**src/hdl/tkfd_pkg.sv**
```systemverilog
// Package for the two-kind frame deframer.
// Header and tail byte codes, parse phase codes and count sizing.
// No dependencies.
`default_nettype none
package tkfd_pkg;

  localparam int COUNT_LIMIT = 255;
  localparam int CNT_W = $clog2(COUNT_LIMIT + 1);
  localparam int LEN_W = 8;
  localparam int CMP_W = (CNT_W > LEN_W) ? CNT_W : LEN_W;

  localparam logic [7:0] HEAD_FIRST = 8'hAA;
  localparam logic [7:0] HEAD_POINT = 8'h55;
  localparam logic [7:0] HEAD_LINE  = 8'h66;
  localparam logic [7:0] TAIL_BYTE  = 8'hBB;

  localparam logic [1:0] PH_HUNT   = 2'd0;
  localparam logic [1:0] PH_SECOND = 2'd1;
  localparam logic [1:0] PH_POINT  = 2'd2;
  localparam logic [1:0] PH_LINE   = 2'd3;

  localparam logic [LEN_W-1:0] MIN_LEN_RESET = 8'd7;

  localparam logic [CNT_W-1:0] CNT_LIMIT = CNT_W'(COUNT_LIMIT);
  localparam logic [CNT_W-1:0] POS_FIRST = CNT_W'(2);
  localparam logic [CNT_W-1:0] POS_LAST  = CNT_W'(5);

endpackage
`default_nettype wire

```
**src/hdl/two_kind_frame_deframer.sv**
```systemverilog
// Two-kind frame deframer: header hunt, payload capture, tail check, result register.
// Depends on tkfd_pkg.
//
//  channel | handshake            | payload
//  --------+----------------------+-------------------------------------------
//  in      | in_valid / in_ready  | rx_byte
//  out     | out_valid / out_ready| frame_kind, first_value, second_value
//  cfg     | cfg_valid / cfg_ready| cfg_data (min_frame_length)
//
// One byte per cycle while in_ready is high; parser state and any frame result are
// registered at the edge that accepts the byte, so out_valid rises the cycle after
// the tail beat. in_ready drops only while a result waits and out_ready is low.
// cfg_ready is always high. Synchronous active-high reset clears phase,
// count, output valid and sets min_frame_length to 7.
`default_nettype none
module two_kind_frame_deframer (
  input  wire logic        clk,
  input  wire logic        rst,
  input  wire logic        in_valid,
  output logic             in_ready,
  input  wire logic [7:0]  rx_byte,
  output logic             out_valid,
  input  wire logic        out_ready,
  output logic             frame_kind,
  output logic signed [15:0] first_value,
  output logic signed [15:0] second_value,
  input  wire logic        cfg_valid,
  output logic             cfg_ready,
  input  wire logic [tkfd_pkg::LEN_W-1:0] cfg_data
);
  import tkfd_pkg::*;

  logic [1:0]       phase, phase_next;
  logic [CNT_W-1:0] byte_count, byte_count_next;
  logic [7:0]       payload [4];
  logic [7:0]       payload_next [4];
  logic [LEN_W-1:0] min_len;
  logic             res_hit;
  logic             in_acc;
  logic             store_en;
  logic [CNT_W-1:0] stored_count;
  logic [CNT_W-1:0] pos_off;

  assign in_ready  = !out_valid || out_ready;
  assign cfg_ready = 1'b1;
  assign in_acc    = in_valid && in_ready;

  always_ff @(posedge clk) begin
    if (rst) begin
      min_len <= MIN_LEN_RESET;
    end else if (cfg_valid) begin
      min_len <= cfg_data;
    end
  end

  // bytes that get counted: first header, valid second header, anything in a frame
  assign store_en = (phase == PH_HUNT)   ? (rx_byte == HEAD_FIRST) :
                    (phase == PH_SECOND) ? (rx_byte == HEAD_POINT || rx_byte == HEAD_LINE) :
                    1'b1;

  // store_byte: counts and captures positions 2..5 unless saturated
  assign pos_off = byte_count - POS_FIRST;
  always_comb begin
    stored_count = byte_count;
    for (int i = 0; i < 4; i++) payload_next[i] = payload[i];
    if (store_en && byte_count < CNT_LIMIT) begin
      if (byte_count >= POS_FIRST && byte_count <= POS_LAST) begin
        payload_next[pos_off[1:0]] = rx_byte;
      end
      stored_count = byte_count + CNT_W'(1);
    end
  end

  always_comb begin
    phase_next      = phase;
    byte_count_next = byte_count;
    res_hit         = 1'b0;
    unique case (phase)
      PH_HUNT: begin
        if (rx_byte == HEAD_FIRST) begin
          phase_next      = PH_SECOND;
          byte_count_next = stored_count;
        end
      end
      PH_SECOND: begin
        if (rx_byte == HEAD_POINT || rx_byte == HEAD_LINE) begin
          phase_next      = (rx_byte == HEAD_POINT) ? PH_POINT : PH_LINE;
          byte_count_next = stored_count;
        end else if (rx_byte != HEAD_FIRST) begin
          phase_next      = PH_HUNT;
          byte_count_next = '0;
        end
      end
      default: begin
        byte_count_next = stored_count;
        if (rx_byte == TAIL_BYTE) begin
          res_hit         = CMP_W'(stored_count) >= CMP_W'(min_len);
          phase_next      = PH_HUNT;
          byte_count_next = '0;
        end
      end
    endcase
  end

  always_ff @(posedge clk) begin
    if (rst) begin
      phase      <= PH_HUNT;
      byte_count <= '0;
    end else if (in_acc) begin
      phase      <= phase_next;
      byte_count <= byte_count_next;
    end
  end

  always_ff @(posedge clk) begin
    if (in_acc) begin
      for (int i = 0; i < 4; i++) payload[i] <= payload_next[i];
    end
  end

  always_ff @(posedge clk) begin
    if (rst) begin
      out_valid <= 1'b0;
    end else if (in_acc && res_hit) begin
      out_valid <= 1'b1;
    end else if (out_ready) begin
      out_valid <= 1'b0;
    end
  end

  always_ff @(posedge clk) begin
    if (in_acc && res_hit) begin
      frame_kind   <= (phase == PH_LINE);
      first_value  <= {payload_next[0], payload_next[1]};
      second_value <= {payload_next[2], payload_next[3]};
    end
  end

  a_hunt_zero: assert property (@(posedge clk) disable iff (rst)
    phase == PH_HUNT |-> byte_count == '0)
    else $error("count not clear while hunting");

  a_second_one: assert property (@(posedge clk) disable iff (rst)
    phase == PH_SECOND |-> byte_count == CNT_W'(1))
    else $error("count wrong while awaiting second header");

  a_body_count: assert property (@(posedge clk) disable iff (rst)
    (phase == PH_POINT || phase == PH_LINE) |-> byte_count >= POS_FIRST)
    else $error("count too low inside frame");

  a_tail_hunt: assert property (@(posedge clk) disable iff (rst)
    in_acc && rx_byte == TAIL_BYTE && (phase == PH_POINT || phase == PH_LINE)
    |=> phase == PH_HUNT)
    else $error("tail did not return to hunting");

  a_out_src: assert property (@(posedge clk) disable iff (rst)
    $rose(out_valid) |-> $past(in_acc))
    else $error("result without accepted beat");

endmodule
`default_nettype wire

```
**config.mk**
```make
export PLATFORM = sky130hd
export DESIGN_NAME = two_kind_frame_deframer
export DESIGN_NICKNAME = d
export VERILOG_FILES = /design/src/hdl/tkfd_pkg.sv /design/src/hdl/two_kind_frame_deframer.sv
export SDC_FILE = /design/constraint.sdc
export NUM_CORES = 1
export LEC_CHECK = 0
export BUFFER_PORTS_ARGS = -buffer_cell sky130_fd_sc_hd__clkbuf_2
export CORE_UTILIZATION = 35
export DETAILED_ROUTE_END_ITERATION = 16
export GPL_TIMING_DRIVEN = 0
export HOLD_SLACK_MARGIN = 0.05
export PLACE_DENSITY = 0.53
export RECOVER_POWER = 25
export SYNTH_ARGS = -nofsm -noshare
export SYNTH_HDL_FRONTEND = slang
export SYNTH_SLANG_ARGS = --single-unit
```
**constraint.sdc**
```tcl
create_clock -name clk -period 9.2 [get_ports clk]
set_input_delay 1.38 -clock clk [delete_from_list [all_inputs] [get_ports clk]]
set_output_delay 1.38 -clock clk [all_outputs]
set_load 0.01 [all_outputs]
```
### Word-level counts from Yosys, hierarchy flattened

Memories as Yosys holds them, arrays and structs flattened.
Cells that the tools add are included.

| word-level totals | value |
|---|---|
| logic and storage cells | 65 |
| memory bits (writable) | 32 |
| memories kept | 1 |
| bits in registers | 52 |
| input bits | 21 |

| cells by class | value |
|---|---|
| reductions and logical operators | 14 |
| order comparisons | 6 |
| add/subtract/negate cells | 2 |
| muxes and demuxes | 25 |
| equal/unequal tests | 9 |
| bitwise gates (word level) | 1 |

Memory list:

| name | depth | width | rd ports | clocked after Yosys merged registers in | wr ports | RTL line | text |
|---|---|---|---|---|---|---|---|
| payload | 4 | 8 | 4 | 0 | 4 | two_kind_frame_deframer.sv:35 | `logic [7:0] payload [4];` |

Operators by type and width:

| operator | number |
|---|---|
| 32-bit two-way mux | 2 |
| 8-bit two-way mux | 6 |
| 32-bit bitwise mux | 1 |
| 8-bit demux with 2-bit select | 1 |
| 8-bit by 7-bit == test with 1-bit output, second input constant | 2 |
| 8-bit == test, second input constant | 2 |
| 8-bit case mux with 2 select lines | 1 |
| 1-bit two-way mux | 9 |
| 8-bit by 1-bit adder with 8-bit output, second input constant | 1 |
| 8-bit by 2-bit greater-or-equal comparator with 1-bit output, second input constant | 1 |
| 8-bit greater-or-equal comparator | 1 |
| 8-bit by 3-bit <= comparator with 1-bit output, second input constant | 1 |
| 8-bit < comparator, second input constant | 1 |
| 2-bit two-way mux | 4 |
| 8-bit inequality test, second input constant | 1 |
| 1-bit logical AND | 5 |
| 2-bit case mux with 2 select lines | 1 |
| 4-bit AND reduction | 1 |
| 3-bit greater-or-equal comparator, second input constant | 1 |
| 3-bit by 1-bit < comparator with 1-bit output, second input constant | 1 |
| 3-bit by 1-bit inequality test with 1-bit output, second input constant | 1 |
| 2-bit inverter with 3-bit output | 1 |
| 3-bit AND reduction | 1 |
| 3-bit nonzero test | 1 |
| other kinds (9) | 10 |

### Longest topological paths before layout

| logic depth | value |
|---|---|
| depth in word-level cells | 11 |
| mapped depth | 12 |
| gate-level depth less buffers | 11 |

### Worst setup path after synthesis

Ideal clock, no wire load.

| path | value |
|---|---|
| kind | input -> register |
| start | input out_ready |
| end | register first_value[0] (enable) |
| path buffers | 0 |
| stages | 5 |
| path slack | 3.846 ns |
| data arrival time | 4.911 ns |
| cell sequence | nand2b_1 and2_0 and2_1 o21ai_0 a31oi_1 |

| between the ends | value |
|---|---|
| longest elaborated chain between the ends | 3 |

Ends and longest elaborated chain:

| element | RTL line | text |
|---|---|---|
| start, declared | two_kind_frame_deframer.sv:23 | `input wire logic out_ready,` |
| 1-bit logical OR | two_kind_frame_deframer.sv:44 | `assign in_ready = !out_valid \|\| out_ready;` |
| 1-bit logical AND | two_kind_frame_deframer.sv:46 | `assign in_acc = in_valid && in_ready;` |
| via in_acc | two_kind_frame_deframer.sv:39 | `logic in_acc;` |
| 1-bit logical AND | two_kind_frame_deframer.sv:132 | `if (in_acc && res_hit) begin` |
| end signal, assigned | two_kind_frame_deframer.sv:134 | `first_value <= {payload_next[0], payload_next[1]};` |
| end, declared | two_kind_frame_deframer.sv:25 | `output logic signed [15:0] first_value,` |

The timed path passes the listed nets, and every way through them passes these cells.
A chain may end at the register's enable or synchronous reset.

### Final worst setup path

| path | value |
|---|---|
| start | input out_ready |
| end | register second_value[0] (enable) |

| between the ends | value |
|---|---|
| longest elaborated chain between the ends | 3 |

Ends and longest elaborated chain:

| element | RTL line | text |
|---|---|---|
| 1-bit logical OR | two_kind_frame_deframer.sv:44 |  |
| 1-bit logical AND | two_kind_frame_deframer.sv:46 |  |
| via in_acc | two_kind_frame_deframer.sv:39 |  |
| 1-bit logical AND | two_kind_frame_deframer.sv:132 |  |
| end signal, assigned | two_kind_frame_deframer.sv:135 | `second_value <= {payload_next[2], payload_next[3]};` |
| end, declared | two_kind_frame_deframer.sv:26 | `output logic signed [15:0] second_value,` |

The timed path passes the listed nets, and every way through them passes these cells.

==> qor.csv <==
metric;value;unit
io_pins;57;
routedWlPerCell;15.4;microns
syn2layout_area_growth;16.5;%
vias_per_cell;4.97;
vdd_drop_max;0.0000598;V
power.total;725;uW
vias;2413;
slew_headroom;-0.545;
cts-root-buf;clkbuf_8;
grt_pass1_vias;2298;
drc_errors;0;
switching_share;0.222;
gr-usage-all-layers;0.138;
finalSetupTns;0;ns
critPathSlowestCell;and2_0;
fmax;0.218;GHz
r2r_start;out_valid;
p_switching;161;uW
n_antenna_cell;0;
crit_chain;clkbuf_2, nand2b_1, and2_0, and2_1, o21ai_0, a31oi_4, buf_16;
finalMaxSlewViolations;37;
ff2ff_path_depth;6;
grt_pass1_wl;11.7;mm
tritoncts;built;
die_h;107;microns
crit_fanout;36;
synth_edf_count;65;
violations;capacitance limit, slew limit;
intPower;564;uW
start_util;0.367;
htreeDepth;3;
worstReg2RegEnd;second_value[0];
io_buffer_count;53;
die_width;107;microns
dp_hpwl;5.06;mm
die-area;11400;sq um
worst_hold_path_type;flop to flop;
fin_nets;379;
drtPass1Iterations;4;
whs_path_depth;2;
worstPathRequired;9.26;ns
whs_endpoint;min_len[2];
syn_inst;280;
slowest_delay;1.74;ns
synth_nets;314;
cts_sinks;84;
design_area;4470;sq um
synthFlopType;edfxtp_1;
timing.hold.ws;0.497;ns
p_per_area;162;nW/um^2
critPathKind;input pin to flop;
fin_crit;4.58;ns
crit_family;simple AND/OR/NAND/NOR gates;
finalSetupViolations;0;
cts_resized;0;
cp.arrival;4.64;ns
yosys.cell_types.count;50;
worstHoldStart;min_len[2];
p_seq_frac;0.583;
grt_max_degree;37;
core;10500;sq um
start_kind;input pin;
finalWirelength;7.50;mm
netlist_area;3840;sq um
drtIter0Drc;100;
timing.max_cap.violations;1;
reg2reg_slack;5.44;ns
synth-seq-cells;84;
rows;37;
clkTransAtPathRegs;0.08;ns
rsz0062_at_grt;no;
clockBufferDepth;2;
clk_latency;0.35;ns
path_buf_inv;2;
grt.overflow.total;0;
comb_power_share;0.049;
syn_area_per_cell;13.7;sq um
p_clk_frac;0.368;
worstMarginPinSlew;2.32;ns
cp-end-kind;flop;
synth-seq-area-share;0.608;
outcome;complete, but fails checks;
place_congestion;0.814;
async_flop_share;0;
numCtsBuffers;9;
drive_gt1_frac;0.231;
ctsHoldBuffers;0;
placed_area;4320;sq um
period_share;0.498;
hold_viol_final;0;
clock_skew;0.0126;ns
ant_nets;0;
antenna_found_initial;0;
yosysWarnings;0;
p_leak;0.00160;uW
post_cts_buffers;0;
[worst max path at each step]
stage               startpoint         endpoint  cells past startpoint
finish               out_ready  second_value[0]                      7
global route         out_ready  second_value[0]                      7
CTS                 rx_byte[4]  second_value[1]                     11
detailed placement  rx_byte[4]   first_value[4]                     11
global placement     out_ready   first_value[4]                      6
floorplan            out_ready   first_value[0]                      5
[tightest hold or removal path: stages (launching register included)]
cell and delay, ns:
dfxtp_1 0.30, inv_1 0.07, o211ai_1 0.08
[cell usage after synthesis (all sizes together) (3+ instances only)]
cell    number  share of area
a211oi       4          0.012
a21o         3         0.0059
a21oi        5         0.0065
a31o         3         0.0068
a31oi       10          0.016
and4bb       3         0.0098
buf          4         0.0072
clkbuf       6         0.0059
dfxtp       19          0.099
edfxtp      65           0.51
ha          13          0.042
inv         18          0.018
mux2        32          0.094
mux2i        6          0.016
nand2       11          0.011
nand3       11          0.014
nor2        12          0.012
nor3         7          0.021
nor4         3         0.0049
o21ai       11          0.015
xnor2        6          0.014
[state kept, by name, summed over array words and instances (netlist names)]
signal and flops:
payload 32, first_value 16, second_value 16, byte_count 8, min_len 8, phase 2, frame_kind 1, out_valid 1
[logic make-up after synthesis]
logic type | after synthesis | synth area share
flip-flops | 84 | 0.608
AO/OA/AOI/OAI | 49 | 0.0968
other | 1 | 0.000977
adder cells (fa/ha/maj) | 13 | 0.0424
multiplexers | 38 | 0.110
XOR/XNOR | 7 | 0.0160
buffers and inverters | 28 | 0.0306
AND/OR/NAND/NOR | 60 | 0.0962
[area by class of cell]
type | instances | area, sq um
multi-input cells | 168 | 1400
repair buffers | 54 | 250
inverters | 18 | 67.6
flip-flops and latches | 84 | 2330
clock buffers | 10 | 128
well taps | 136 | 170
plain buffers | 10 | 50.0
fillers | 1015 | 5990
clock inverters | 6 | 71.3
[metrics by stage]
step | setup slack (ns) | std cells | util
6_report | 4.62 | 486 | 0.428
5_1_grt | 4.19 | 486 | 0.428
4_1_cts | 4.79 | 486 | 0.432
3_5_place_dp | 4.44 | 470 | 0.413
3_3_place_gp | 2.01 | 469 | 0.409
2_1_floorplan | 3.85 | 280 | -
[power groups by stage]
| stage | registers, uW | logic [uW] | clock network, uW |
|---|---|---|---|
| after detailed placement | 431 | 35.9 | 0 |
| after global routing | 424 | 40.1 | 287 |
| after floorplan | 430 | 23.2 | 0 |
| after CTS | 422 | 36.2 | 275 |
| final | 422 | 35.6 | 267 |
| after global placement | 431 | 34.6 | 0 |
[layer usage]
| layer | GRT usage | routed length, microns |
|---|---|---|
| met5 | 0 | 0 |
| met4 | 0.0812 | 197 |
| met3 | 0.0201 | 236 |
| met2 | 0.213 | 3380 |
| met1 | 0.183 | 3680 |
[cell usage in the layout, fill, tap and decap left out, types with 10 or more instances in the layout]
cell	synthesis	routed
dfxtp_1	19	19
nand3_1	11	11
inv_1	18	18
clkbuf_1	6	41
mux2_2	26	26
clkbuf_2	0	19
nor2_1	12	12
nand2_1	11	11
ha_1	13	13
edfxtp_1	65	65
o21ai_0	10	10
Power figures use the tool's default switching activity.
